**config.mk**
```make
export PLATFORM = sky130hd
export DESIGN_NAME = video_dma_program_word_generator
export DESIGN_NICKNAME = d
export VERILOG_FILES = /design/src/vdpw_pkg.sv /design/src/video_dma_program_word_generator.sv /design/src/vdpw_cfg_regs.sv /design/src/vdpw_decode.sv
export SDC_FILE = /design/constraint.sdc
export NUM_CORES = 1
export LEC_CHECK = 0
export BUFFER_PORTS_ARGS = -buffer_cell sky130_fd_sc_hd__buf_2
export CAP_MARGIN = 5
export CORE_AREA = 2 2 185 187
export DETAILED_ROUTE_END_ITERATION = 8
export DIE_AREA = 0 0 187 189
export HOLD_SLACK_MARGIN = 0.06
export PLACE_DENSITY_LB_ADDON = 0.05
export REMOVE_ABC_BUFFERS = 1
export SYNTH_ARGS = -nofsm -noshare
export SYNTH_HDL_FRONTEND = slang
export SYNTH_HIERARCHICAL = 1
export SYNTH_SLANG_ARGS = --single-unit
export TNS_END_PERCENT = 5
```
**constraint.sdc**
```tcl
create_clock -name clk -period 15.99 [get_ports clk]
set_input_delay 3.198 -clock clk [delete_from_list [all_inputs] [get_ports clk]]
set_output_delay 3.198 -clock clk [all_outputs]
set_load 0.02 [all_outputs]
```
**src/vdpw_pkg.sv**
```systemverilog
`timescale 1ns / 1ps

package vdpw_pkg;

    localparam int unsigned INDEX_W    = 11;
    localparam int unsigned WORD_W     = 32;
    localparam int unsigned LBYTES_W   = 11;
    localparam int unsigned LCOUNT_W   = 11;
    localparam int unsigned STRIDE_W   = 16;
    localparam int unsigned LABEL_W    = 4;
    localparam int unsigned CFG_IDX_W  = 3;

    // Opcode words of the capture program
    localparam logic [WORD_W-1:0] OP_SYNC_EVEN = 32'h8000_8004;
    localparam logic [WORD_W-1:0] OP_SYNC_ODD  = 32'h8000_800C;
    localparam logic [WORD_W-1:0] OP_SYNC_FM1  = 32'h8000_0006;
    localparam logic [WORD_W-1:0] OP_WRITE     = 32'h1C00_0000;
    localparam logic [WORD_W-1:0] OP_JMP_RESET = 32'h70F0_0000;
    localparam logic [WORD_W-1:0] OP_JMP_IRQ   = 32'h7100_0000;

    typedef enum logic [CFG_IDX_W-1:0] {
        REG_BUFFER_BASE  = 3'd0,
        REG_LINE_BYTES   = 3'd1,
        REG_LINE_COUNT   = 3'd2,
        REG_LINE_STRIDE  = 3'd3,
        REG_FRAME_LABEL  = 3'd4,
        REG_PROGRAM_BASE = 3'd5,
        REG_NEXT_PROGRAM = 3'd6
    } reg_index_t;

    typedef struct packed {
        logic [WORD_W-1:0]   buffer_base;
        logic [LBYTES_W-1:0] line_bytes;
        logic [LCOUNT_W-1:0] line_count;
        logic [STRIDE_W-1:0] line_stride;
        logic [LABEL_W-1:0]  frame_label;
        logic [WORD_W-1:0]   program_base;
        logic [WORD_W-1:0]   next_program_address;
    } cfg_t;

    typedef struct packed {
        logic [WORD_W-1:0] opcode_word;
        logic [WORD_W-1:0] operand_word;
        logic              is_last;
        logic              out_of_range;
    } result_t;

endpackage

```
**src/video_dma_program_word_generator.sv**
```systemverilog
`timescale 1ns / 1ps

// Channel   Direction  Handshake               Payload
// in        input      in_valid / in_stall     instr_index
// out       output     out_valid / out_stall   opcode_word, operand_word, is_last, out_of_range
// cfg       input      cfg_valid / cfg_ready   cfg_index, cfg_data
//
// An accepted index passes through the index register, then through the decode
// (one 11x16 multiply and one 32-bit add) into the result register, and from
// there to the out ports. One transaction per cycle sustained while out does not
// stall. Reset restores the register defaults and empties both stages.
// A stall on out backs up through the pipe; in_stall rises only when both
// stages hold a transaction that cannot move.

module video_dma_program_word_generator
    import vdpw_pkg::*;
(
    input  logic                 clk,
    input  logic                 rst_n,

    input  logic                 in_valid,
    output logic                 in_stall,
    input  logic [INDEX_W-1:0]   instr_index,

    output logic                 out_valid,
    input  logic                 out_stall,
    output logic [WORD_W-1:0]    opcode_word,
    output logic [WORD_W-1:0]    operand_word,
    output logic                 is_last,
    output logic                 out_of_range,

    input  logic                 cfg_valid,
    output logic                 cfg_ready,
    input  logic [CFG_IDX_W-1:0] cfg_index,
    input  logic [WORD_W-1:0]    cfg_data
);

    cfg_t               cfg;
    result_t            dec_result;

    logic               idx_valid_reg;
    logic               idx_valid_next;
    logic [INDEX_W-1:0] idx_reg;
    logic               res_valid_reg;
    logic               res_valid_next;
    result_t            res_reg;

    logic               res_advance;
    logic               idx_advance;
    logic               in_take;

    // Configuration is always accepted; the user must write it only while idle (unchecked).
    assign cfg_ready = 1'b1;

    vdpw_cfg_regs u_cfg_regs (
        .clk      (clk),
        .rst_n    (rst_n),
        .wr_en    (cfg_valid & cfg_ready),
        .wr_index (cfg_index),
        .wr_data  (cfg_data),
        .cfg      (cfg)
    );

    vdpw_decode u_decode (
        .cfg    (cfg),
        .index  (idx_reg),
        .result (dec_result)
    );

    // Result register moves when empty or when out takes it.
    assign res_advance = !res_valid_reg || !out_stall;
    // Index register moves when empty or when its item can go on.
    assign idx_advance = !idx_valid_reg || res_advance;
    assign in_stall    = !idx_advance;
    assign in_take     = in_valid && idx_advance;

    always_comb
    begin
        idx_valid_next = idx_valid_reg;
        res_valid_next = res_valid_reg;
        if (idx_advance)
        begin
            idx_valid_next = in_valid;
        end
        if (res_advance)
        begin
            res_valid_next = idx_valid_reg;
        end
    end

    always_ff @(posedge clk or negedge rst_n)
    begin
        if (!rst_n)
        begin
            idx_valid_reg <= 1'b0;
            res_valid_reg <= 1'b0;
        end
        else
        begin
            idx_valid_reg <= idx_valid_next;
            res_valid_reg <= res_valid_next;
        end
    end

    // Payload registers: load on advance, hold otherwise.
    always_ff @(posedge clk)
    begin
        if (in_take)
        begin
            idx_reg <= instr_index;
        end
        if (res_advance && idx_valid_reg)
        begin
            res_reg <= dec_result;
        end
    end

    assign out_valid    = res_valid_reg;
    assign opcode_word  = res_reg.opcode_word;
    assign operand_word = res_reg.operand_word;
    assign is_last      = res_reg.is_last;
    assign out_of_range = res_reg.out_of_range;

    a_last_excl_oor: assert property (@(posedge clk) disable iff (!rst_n)
        out_valid |-> !(is_last && out_of_range))
        else $error("is_last and out_of_range both set");

    a_oor_zero: assert property (@(posedge clk) disable iff (!rst_n)
        (out_valid && out_of_range) |-> (opcode_word == '0 && operand_word == '0))
        else $error("out_of_range result carries nonzero words");

    a_full_stall: assert property (@(posedge clk) disable iff (!rst_n)
        (idx_valid_reg && res_valid_reg && out_stall) |-> in_stall)
        else $error("input taken while pipe is full and blocked");

    a_idx_moves: assert property (@(posedge clk) disable iff (!rst_n)
        (idx_valid_reg && res_advance) |=> res_valid_reg)
        else $error("transaction lost between index and result stages");

endmodule

```
**src/vdpw_cfg_regs.sv**
```systemverilog
`timescale 1ns / 1ps

module vdpw_cfg_regs
    import vdpw_pkg::*;
(
    input  logic                 clk,
    input  logic                 rst_n,
    input  logic                 wr_en,
    input  logic [CFG_IDX_W-1:0] wr_index,
    input  logic [WORD_W-1:0]    wr_data,
    output cfg_t                 cfg
);

    cfg_t cfg_reg;
    cfg_t cfg_next;

    always_comb
    begin
        cfg_next = cfg_reg;
        if (wr_en)
        begin
            case (reg_index_t'(wr_index))
                REG_BUFFER_BASE:  cfg_next.buffer_base          = wr_data;
                REG_LINE_BYTES:   cfg_next.line_bytes           = wr_data[LBYTES_W-1:0];
                REG_LINE_COUNT:   cfg_next.line_count           = wr_data[LCOUNT_W-1:0];
                REG_LINE_STRIDE:  cfg_next.line_stride          = wr_data[STRIDE_W-1:0];
                REG_FRAME_LABEL:  cfg_next.frame_label          = wr_data[LABEL_W-1:0];
                REG_PROGRAM_BASE: cfg_next.program_base         = wr_data;
                REG_NEXT_PROGRAM: cfg_next.next_program_address = wr_data;
                default:          cfg_next = cfg_reg;  // drop writes past the list
            endcase
        end
    end

    always_ff @(posedge clk or negedge rst_n)
    begin
        if (!rst_n)
        begin
            cfg_reg.buffer_base          <= '0;
            cfg_reg.line_bytes           <= 11'd1280;
            cfg_reg.line_count           <= 11'd480;
            cfg_reg.line_stride          <= 16'd1280;
            cfg_reg.frame_label          <= '0;
            cfg_reg.program_base         <= '0;
            cfg_reg.next_program_address <= '0;
        end
        else
        begin
            cfg_reg <= cfg_next;
        end
    end

    assign cfg = cfg_reg;

endmodule

```
**src/vdpw_decode.sv**
```systemverilog
`timescale 1ns / 1ps

module vdpw_decode
    import vdpw_pkg::*;
(
    input  cfg_t               cfg,
    input  logic [INDEX_W-1:0] index,
    output result_t            result
);

    localparam int unsigned CW = INDEX_W + 1;
    localparam int unsigned PW = INDEX_W + STRIDE_W;

    logic [CW-1:0]      idx;
    logic [CW-1:0]      half;
    logic [CW-1:0]      odd_sync;
    logic [CW-1:0]      odd_fm1;
    logic [CW-1:0]      jmp_reset;
    logic [CW-1:0]      jmp_irq;
    logic [CW-1:0]      even_line;
    logic [CW-1:0]      odd_line;
    logic [INDEX_W-1:0] line_num;
    logic [PW-1:0]      line_offset;
    logic [WORD_W-1:0]  line_addr;
    logic [WORD_W-1:0]  jump_addr;
    logic [WORD_W-1:0]  write_op;

    assign idx       = {1'b0, index};
    assign half      = {2'b00, cfg.line_count[LCOUNT_W-1:1]};
    assign odd_sync  = half + CW'(2);
    assign odd_fm1   = half + CW'(3);
    assign jmp_reset = {half[CW-2:0], 1'b0} + CW'(4);
    assign jmp_irq   = {half[CW-2:0], 1'b0} + CW'(5);

    // Frame line: 2i in the even field, 2i+1 in the odd field
    assign even_line = (idx - CW'(2)) << 1;
    assign odd_line  = ((idx - odd_fm1 - CW'(1)) << 1) | CW'(1);

    always_comb
    begin
        if (idx < odd_sync)
        begin
            line_num = even_line[INDEX_W-1:0];
        end
        else
        begin
            line_num = odd_line[INDEX_W-1:0];
        end
    end

    assign line_offset = PW'(line_num) * PW'(cfg.line_stride);
    assign line_addr   = cfg.buffer_base + WORD_W'(line_offset);
    assign jump_addr   = cfg.program_base + WORD_W'({jmp_irq, 3'b000});
    assign write_op    = OP_WRITE | WORD_W'(cfg.line_bytes);

    always_comb
    begin
        result = '0;
        if (idx == CW'(0))
        begin
            result.opcode_word = OP_SYNC_EVEN;
        end
        else if (idx == CW'(1))
        begin
            result.opcode_word = OP_SYNC_FM1;
        end
        else if (idx < odd_sync)
        begin
            result.opcode_word  = write_op;
            result.operand_word = line_addr;
        end
        else if (idx == odd_sync)
        begin
            result.opcode_word = OP_SYNC_ODD;
        end
        else if (idx == odd_fm1)
        begin
            result.opcode_word = OP_SYNC_FM1;
        end
        else if (idx < jmp_reset)
        begin
            result.opcode_word  = write_op;
            result.operand_word = line_addr;
        end
        else if (idx == jmp_reset)
        begin
            result.opcode_word  = OP_JMP_RESET;
            result.operand_word = jump_addr;
        end
        else if (idx == jmp_irq)
        begin
            result.opcode_word  = OP_JMP_IRQ | {8'h00, 4'h0, cfg.frame_label, 16'h0000};
            result.operand_word = cfg.next_program_address;
            result.is_last      = 1'b1;
        end
        else
        begin
            result.out_of_range = 1'b1;
        end
    end

endmodule
```
==> summary.md, run 1 <==
| Metric | Value |
|---|---|
| Status | finished, final reports clean |
| Reg2reg setup slack | 7.01 ns |
| Critical Path End Type | flip-flop |
| HPWL after detailed placement | 34300 um |
| RSZ-0062 raised after global routing | no |
| Pin count of the biggest net entering global routing | 71 |
| Synth Instances | 1686 |
| Slowest stage delay, CP | 0.89 ns |
| Drt drc | 0 |
| Nature of the critical path startpoint | flip-flop |
| CP Max Fanout | 16 |
| Remaining antenna violation count | 0 |
| Setup Total Neg Slack | 0 ns |
| Antenna violations before repair | 1 |
| Most frequent cells in the layout | 260 x inv_1, 165 x nand2_1, 154 x fa_1, 131 x dfrtp_1, 120 x mux2_2 |
| Worst Path Buf+Inv | 4 |
| Syn Area/Cell | 10.6 um2 |
| Clock Pin Slew Worst Setup and Hold Paths | 0.06 ns |
| IO Pins | 120 |
| FP Rows | 67 |
| Layout overhead on the synthesized area | 10.4% |
| Mapped Area | 17800 um2 |
| Total grt overflow | 0 |
| Core footprint | 33300 um2 |
| Clock Latency Late Sink | 0.55 ns |
| TritonCTS clock tree | built |
| Initial drt markers | 713 |
| TritonCTS buffer count | 26 |
| Cells on Worst Hold Path | 1 |
| Antenna Cells | 0 |
| Hold path startpoint | u_cfg_regs/cfg[112] |
| Fmax | 111 MHz |
| Min-Delay Endpoint | u_cfg_regs/cfg[112] |
| H-tree levels | 1 |
| WL final | 46200 um |
| Starting density of the core | 53.5% |
| Clock Tree Root | clkbuf_16 |
| GRT Overall Usage | 27.0% |
| Largest register FFs | 137 |
| Reg2reg path depth | 28 |
| Reg2reg end | operand_word[29] |
| Tcrit/Tclk final | 56.2% |
| Worst Tran Pin Value | 1.05 ns |
| Critical path arrival | 9.39 ns |
| RePlAce Congestion | 0.913 |
| Final Max Tran Viols | 0 |
| Maxcap violations | 0 |
| Crit-path most repeated cell | fa_1 |
| I/O Buffers | 118 |
| Clk buf depth | 3 |
| Worst r2r src | u_cfg_regs/cfg[89] |
| Vias in the first global route | 12832 |
| Delay-heaviest family, CP | adder cells |
| Die X | 187 um |
| Yosys Warn Count | 6 |
| Post-CTS resize count | 0 |
| Hold Crit Class | flip-flop to flip-flop |
| Die area | 35300 um2 |
| Final Skew | 0.0146 ns |
| Vias post-DR | 12396 |
| Worst slew margin | 28.9% |
| Endpoints failing setup | 0 |
| Most common cell after layout, fill and taps aside | inv_1 |
| Tmin final | 8.98 ns |
| Post-CTS Hold Buffers | 0 |
| CTS sink cnt | 216 |
| Global-route wire length before repair | 74100 um |
| Vias/cell | 5.53 |
| CP max-delay cell | mux2i_2 |
| Setup CP Type | flip-flop to flip-flop |
| Height of the die | 189 um |
| Fraction of layout cells with a size suffix above 1 | 20.5% |
| Wire per inst | 20.6 um |
| Drt pass-1 iters | 5 |
| Final Hold Violating Endpoints | 0 |
| Fin nets | 2091 |
| Post-CTS setup buffer count | 0 |
| Critical Path RT | 16.40 ns |
==> worst max path at each step <==
stage	start	to	slack [ns]	cells after the start
after floorplan	out_stall	is_last	7.42	1
after global placement	u_cfg_regs/cfg[89]	operand_word[30]	6.90	28
after detailed placement	u_cfg_regs/cfg[89]	operand_word[31]	6.94	30
after CTS	u_cfg_regs/cfg[89]	operand_word[30]	6.91	28
after global routing	u_cfg_regs/cfg[86]	operand_word[29]	6.52	29
final	u_cfg_regs/cfg[89]	operand_word[29]	7.01	28
==> cell type report <==
type                            count  area (um2)
Clock buffer                       42         803
Clock inverter                      6         138
Fill cell                        2931       13600
Inverter                          262         986
Multi-Input combinational cell   1136       10600
Sequential cell                   216        5800
Tap cell                          448         561
Timing Repair Buffer              132         706
==> through the flow <==
step | cells | utilization [%] | area (um2) | setup WS (ns) | hold slack, ns
after floorplan | 1614 | - | 17400 | 7.42 | 0.458
after global placement | 2192 | 56.1 | 18700 | 6.90 | 0.475
after detailed placement | 2193 | 56.2 | 18700 | 6.94 | 0.481
after CTS | 2241 | 59.0 | 19600 | 6.91 | 0.495
after global routing | 2242 | 59.0 | 19600 | 6.52 | 0.505
final | 2242 | 59.0 | 19600 | 7.01 | 0.494
==> worst register-to-register path: cells and delay by family, from the launching register on <==
| family | cells | cell delay, ns |
|---|---|---|
| compound gates | 9 | 2.04 |
| xor+xnor | 1 | 0.23 |
| fa+ha+maj | 7 | 3.30 |
| buf+inv | 4 | 0.27 |
| flops | 1 | 0.65 |
| mux | 1 | 0.90 |
| simple gates | 6 | 1.45 |
==> metal layers <==
metal	wire length, um	up-vias	track usage, %
met5	0	-	0
met4	909	0	6.96
met3	2060	62	2.98
met2	21100	324	42.3
met1	22100	6263	40.3
li1	-	5747	-
Power of run 1 is not shown: default switching activity piles up to over one toggle a cycle in this logic, so the estimate is an artifact.
==> run 2, diff against run 1 <==
--- a/config.mk
+++ b/config.mk
@@ -5,11 +5,12 @@
 export SDC_FILE = /design/constraint.sdc
 export NUM_CORES = 1
 export LEC_CHECK = 0
+export ABC_AREA = 1
 export BUFFER_PORTS_ARGS = -buffer_cell sky130_fd_sc_hd__buf_2
 export CAP_MARGIN = 5
-export CORE_AREA = 2 2 185 187
+export CORE_AREA = 2 2 190 192
 export DETAILED_ROUTE_END_ITERATION = 8
-export DIE_AREA = 0 0 187 189
+export DIE_AREA = 0 0 192 194
 export HOLD_SLACK_MARGIN = 0.06
 export PLACE_DENSITY_LB_ADDON = 0.05
 export REMOVE_ABC_BUFFERS = 1
==> constraint.sdc (replaced) <==
create_clock -name clk -period 9 [get_ports clk]
set_input_delay 1.8 -clock clk [delete_from_list [all_inputs] [get_ports clk]]
set_output_delay 1.8 -clock clk [all_outputs]
set_load 0.02 [all_outputs]
==> run 2 against run 1 <==
- count of clock-buffer cells in the layout down 6
- global-route usage up 7.2 points
- flip-flop and latch count stayed put
- sequential share of layout area decreased by 1.2 points
- critical path depth increased by 6
- via count up 32%
- routed wire length up 34%
- worst setup slack lost 6.3 ns
- cell count increased by 34%
- worst hold slack worse by 0.030 ns
==> summary.md, run 2 <==
| Metric | Value |
|---|---|
| FILL cells | 3445 |
| Slowest stage delay, CP | 0.55 ns |
| Pin count of the biggest net entering global routing | 88 |
| Clock Latency Late Sink | 0.54 ns |
| Hold Crit Class | flip-flop to flip-flop |
| Tmin final | 8.31 ns |
| Wire per inst | 20.6 um |
| WL final | 61900 um |
| Synth Instances | 2445 |
| Antenna Cells | 0 |
| Initial drt markers | 1463 |
| Post-CTS setup buffer count | 0 |
| Yosys Warn Count | 6 |
| Endpoints failing setup | 0 |
| Fin nets | 2848 |
| Critical path arrival | 8.67 ns |
| Clk buf depth | 3 |
| Syn Area/Cell | 7.70 um2 |
| Height of the die | 194 um |
| Final Max Tran Viols | 0 |
| CP max-delay cell | fa_1 |
| Worst slew margin | 34.2% |
| FP Rows | 69 |
| Tcrit/Tclk final | 92.3% |
| Final Hold Violating Endpoints | 0 |
| Core footprint | 35200 um2 |
| Global-route wire length before repair | 96200 um |
| Total grt overflow | 0 |
| Worst Tran Pin Value | 0.986 ns |
| Die X | 192 um |
| RePlAce Congestion | 0.961 |
| Largest register FFs | 137 |
| Fraction of layout cells with a size suffix above 1 | 9.22% |
| Critical Path RT | 9.37 ns |
| I/O Buffers | 118 |
| Placed Cells | 2966 |
| RSZ-0062 raised after global routing | no |
| Clock Tree Root | clkbuf_16 |
| Drt drc | 0 |
| Setup Total Neg Slack | 0 ns |
| Antenna violations before repair | 1 |
| Final Skew | 0.0124 ns |
| Vias/cell | 5.42 |
| GRT Overall Usage | 34.2% |
| Nature of the critical path startpoint | flip-flop |
| TritonCTS buffer count | 24 |
| Maxcap violations | 0 |
| Status | finished, final reports clean |
| Mapped Area | 18800 um2 |
| Remaining antenna violation count | 0 |
| CTS sink cnt | 216 |
| Clock Pin Slew Worst Setup and Hold Paths | 0.07 ns |
| H-tree levels | 1 |
| Fin worst setup slack | 0.693 ns |
| Most frequent cells in the layout | 819 x nand2_1, 400 x inv_1, 199 x nor2_1, 159 x nand3_1, 154 x fa_1 |
| CP Max Fanout | 14 |
| Setup CP Type | flip-flop to flip-flop |
| Vias post-DR | 16328 |
| HPWL after detailed placement | 48100 um |
| TritonCTS clock tree | built |
| Non-Filler Instances | 3010 |
| IO Pins | 120 |
| Vias in the first global route | 16403 |
| Drt pass-1 iters | 5 |
| Place WS | 0.593 ns |
| Crit-path most repeated cell | nand2_1 |
| Starting density of the core | 53.5% |
| Fmax | 120 MHz |
| Layout overhead on the synthesized area | 8.86% |
| Most common cell after layout, fill and taps aside | nand2_1 |
| Die area | 37200 um2 |
| Critical Path End Type | flip-flop |
-- run 2: per-stage QoR --
step           area [um2]  hold WS, ns  util [%]
5_1_grt             20500        0.488      58.2
2_1_floorplan       18400        0.441         -
3_3_place_gp        19700        0.450      55.9
3_5_place_dp        19700        0.457      55.9
6_report            20500        0.464      58.2
4_1_cts             20500        0.465      58.2
-- run 2: routing by layer --
metal  vias up  track usage (%)  share of wire (%)
met4         2             13.9                4.4
met1      7933             47.6                 43
met5         -                0              0.021
met2       611             52.8                 44
li1       7660                -                  -
met3       122             6.41                7.9
-- run 2: path summary, 6_finish.rpt --
check / startpoint / endpoint / slack, ns / cells past startpoint
worst min-delay path: u_cfg_regs/cfg[103] / u_cfg_regs/cfg[103] / 0.46 / 2
max in group asynchronous: rst_n / u_cfg_regs/cfg[11] / 6.37 / 2
worst max-delay path: u_cfg_regs/cfg[86] / operand_word[15] / 0.69 / 34
worst max register to register: u_cfg_regs/cfg[86] / operand_word[15] / 0.69 / 34
min in group asynchronous: rst_n / idx_valid_reg / 1.32 / 1
worst min register to register: u_cfg_regs/cfg[103] / u_cfg_regs/cfg[103] / 0.46 / 2
-- run 2: timing repair --
item	4_1_cts	5_1_grt
endpoints found under the setup margin	0	6
hold buffers	0	0
resized for setup	0	5
-- run 2: critical path, delay by kind of cell (launching register included) --
family          cells  cell delay, ns
fa+ha+maj           8            3.49
simple gates       16            2.24
compound gates      2            0.43
buf+inv             6            0.87
xor+xnor            2            0.60
flops               1            0.49
-- run 2: final cells by class --
cell class	count	area, um2	area share, %
Tap cell	461	577	2.81
Timing Repair Buffer	134	717	3.50
Inverter	412	1550	7.58
Multi-Input combinational cell	1743	11100	53.9
Clock buffer	36	719	3.51
Sequential cell	216	5800	28.3
Clock inverter	8	73.8	0.360
Power of run 2 is left out for the same reason.
==> run 3, diff against run 2 <==
--- a/config.mk
+++ b/config.mk
@@ -12,8 +12,9 @@
 export DETAILED_ROUTE_END_ITERATION = 8
 export DIE_AREA = 0 0 192 194
 export HOLD_SLACK_MARGIN = 0.06
-export PLACE_DENSITY_LB_ADDON = 0.05
+export PLACE_DENSITY = 0.72
 export REMOVE_ABC_BUFFERS = 1
+export SETUP_SLACK_MARGIN = 0.1
 export SYNTH_ARGS = -nofsm -noshare
 export SYNTH_HDL_FRONTEND = slang
 export SYNTH_HIERARCHICAL = 1
==> run 3 against run 2 <==
- sequential share of layout area grew 0.085 points
- worst setup slack worse by 0.24 ns
- non-clock buffer count decreased by 3
- routed wire length down 7.2%
- first-iteration DRC count decreased by 4.6%
- design area shrank 0.30%
- worst hold slack improved by 0.0062 ns
- clock skew hardly changed
- count of clock-buffer cells in the layout fell by 8
- via count is 0.41% higher
- highest routed layer is now met4
==> summary.md, run 3 (synthesized netlist as in run 2, its figures left out) <==
| Metric | Value |
|---|---|
| Height of the die | 194 um |
| Fin worst setup slack | 0.449 ns |
| Clk buf depth | 3 |
| Final Hold Violating Endpoints | 0 |
| Fin nets | 2844 |
| Vias/cell | 5.46 |
| Worst slew margin | 35.6% |
| CP Max Fanout | 15 |
| Total grt overflow | 0 |
| Clock Tree Root | clkbuf_16 |
| Antenna Cells | 0 |
| Post-CTS resize count | 0 |
| Status | finished, final reports clean |
| Worst r2r src | u_cfg_regs/cfg[87] |
| HPWL after detailed placement | 44600 um |
| CP max-delay cell | fa_1 |
| Most common cell after layout, fill and taps aside | nand2_1 |
| Largest register FFs | 137 |
| I/O Buffers | 118 |
| Slowest stage delay, CP | 0.56 ns |
| Nature of the critical path startpoint | flip-flop |
| Core footprint | 35200 um2 |
| Tmin final | 8.55 ns |
| Wire per inst | 19.1 um |
| Global-route wire length before repair | 90800 um |
| Min-Delay Endpoint | u_cfg_regs/cfg[105] |
| Antenna violations before repair | 0 |
| WL final | 57500 um |
| TritonCTS clock tree | built |
| Endpoints failing setup | 0 |
| Drt drc | 0 |
| Hold path startpoint | u_cfg_regs/cfg[105] |
| Vias post-DR | 16395 |
| Die X | 192 um |
| Fraction of layout cells with a size suffix above 1 | 9.39% |
| Critical Path RT | 9.27 ns |
| H-tree levels | 1 |
| CTS sink cnt | 216 |
| Starting density of the core | 53.5% |
| Hold WS | 0.471 ns |
| Crit-path most repeated cell | nand2_1 |
| Worst Tran Pin Value | 0.967 ns |
| Clock Latency Late Sink | 0.54 ns |
| GRT Overall Usage | 31.7% |
| Fin util | 58.0% |
| RSZ-0062 raised after global routing | no |
| Die area | 37200 um2 |
| Vias in the first global route | 16440 |
| Setup Total Neg Slack | 0 ns |
| Critical path arrival | 8.82 ns |
| TritonCTS buffer count | 23 |
| Final Max Tran Viols | 0 |
| Maxcap violations | 0 |
| Post-CTS setup buffer count | 0 |
| Final Skew | 0.0126 ns |
| Critical Path End Type | flip-flop |
| IO Pins | 120 |
| Initial drt markers | 1396 |
| Setup CP Type | flip-flop to flip-flop |
| Clock Pin Slew Worst Setup and Hold Paths | 0.06 ns |
| Post-CTS Hold Buffers | 0 |
| Reg2reg end | operand_word[20] |
| Pin count of the biggest net entering global routing | 73 |
| Remaining antenna violation count | 0 |
| Hold Crit Class | flip-flop to flip-flop |
| Place WS | 0.436 ns |
| Layout overhead on the synthesized area | 8.54% |
| Reg2reg path depth | 34 |
| Reg2reg setup slack | 0.45 ns |
| Drt pass-1 iters | 5 |
| Fmax | 117 MHz |
| Most frequent cells in the layout | 817 x nand2_1, 400 x inv_1, 199 x nor2_1, 159 x nand3_1, 154 x fa_1 |
| RePlAce Congestion | 0.952 |
| Cells on Worst Hold Path | 2 |
| Tcrit/Tclk final | 95.0% |
| FP Rows | 69 |
## run 3: per-layer routing
| metal | global-route usage [%] | vias up | routed length, um |
|---|---|---|---|
| met3 | 4.04 | 111 | 4220 |
| met4 | 11.2 | 0 | 2080 |
| met1 | 44.5 | 7949 | 24700 |
| met2 | 50.7 | 675 | 26500 |
| met5 | 0 | - | 0 |
| li1 | - | 7660 | - |
## run 3: cell type report
type	instances	area (um2)
tap	461	577
multi-input combinational	1743	11100
clock buffer	28	614
clock inverter	14	135
sequential	216	5800
inverter	412	1550
fill	3284	14800
timing repair buffer	131	694
## run 3: worst max path at each step
stage	endpoint	cells past startpoint	slack (ns)	startpoint
after floorplan	operand_word[27]	36	1.85	u_cfg_regs/cfg[87]
after global placement	operand_word[20]	34	0.46	u_cfg_regs/cfg[87]
after detailed placement	operand_word[20]	34	0.44	u_cfg_regs/cfg[87]
after CTS	operand_word[20]	34	0.39	u_cfg_regs/cfg[87]
after global routing	operand_word[27]	37	0.11	u_cfg_regs/cfg[87]
final	operand_word[20]	34	0.45	u_cfg_regs/cfg[87]
## run 3: stage by stage
step	area (um2)	std cells
final	20400	3005
after CTS	20400	3005
after global routing	20400	3005
after global placement	19700	2963
after detailed placement	19700	2963
after floorplan	18400	2371
## run 3: critical path, delay by kind of cell, from the launching register on
family / cells / cell delay (ns)
AO/OA/AOI/OAI: 2 / 0.40
XOR/XNOR: 1 / 0.37
adder cells (fa/ha/maj): 8 / 3.58
buffers and inverters: 5 / 0.77
flip-flops: 1 / 0.50
AND/OR/NAND/NOR: 18 / 2.65
Power of run 3 is left out for the same reason.
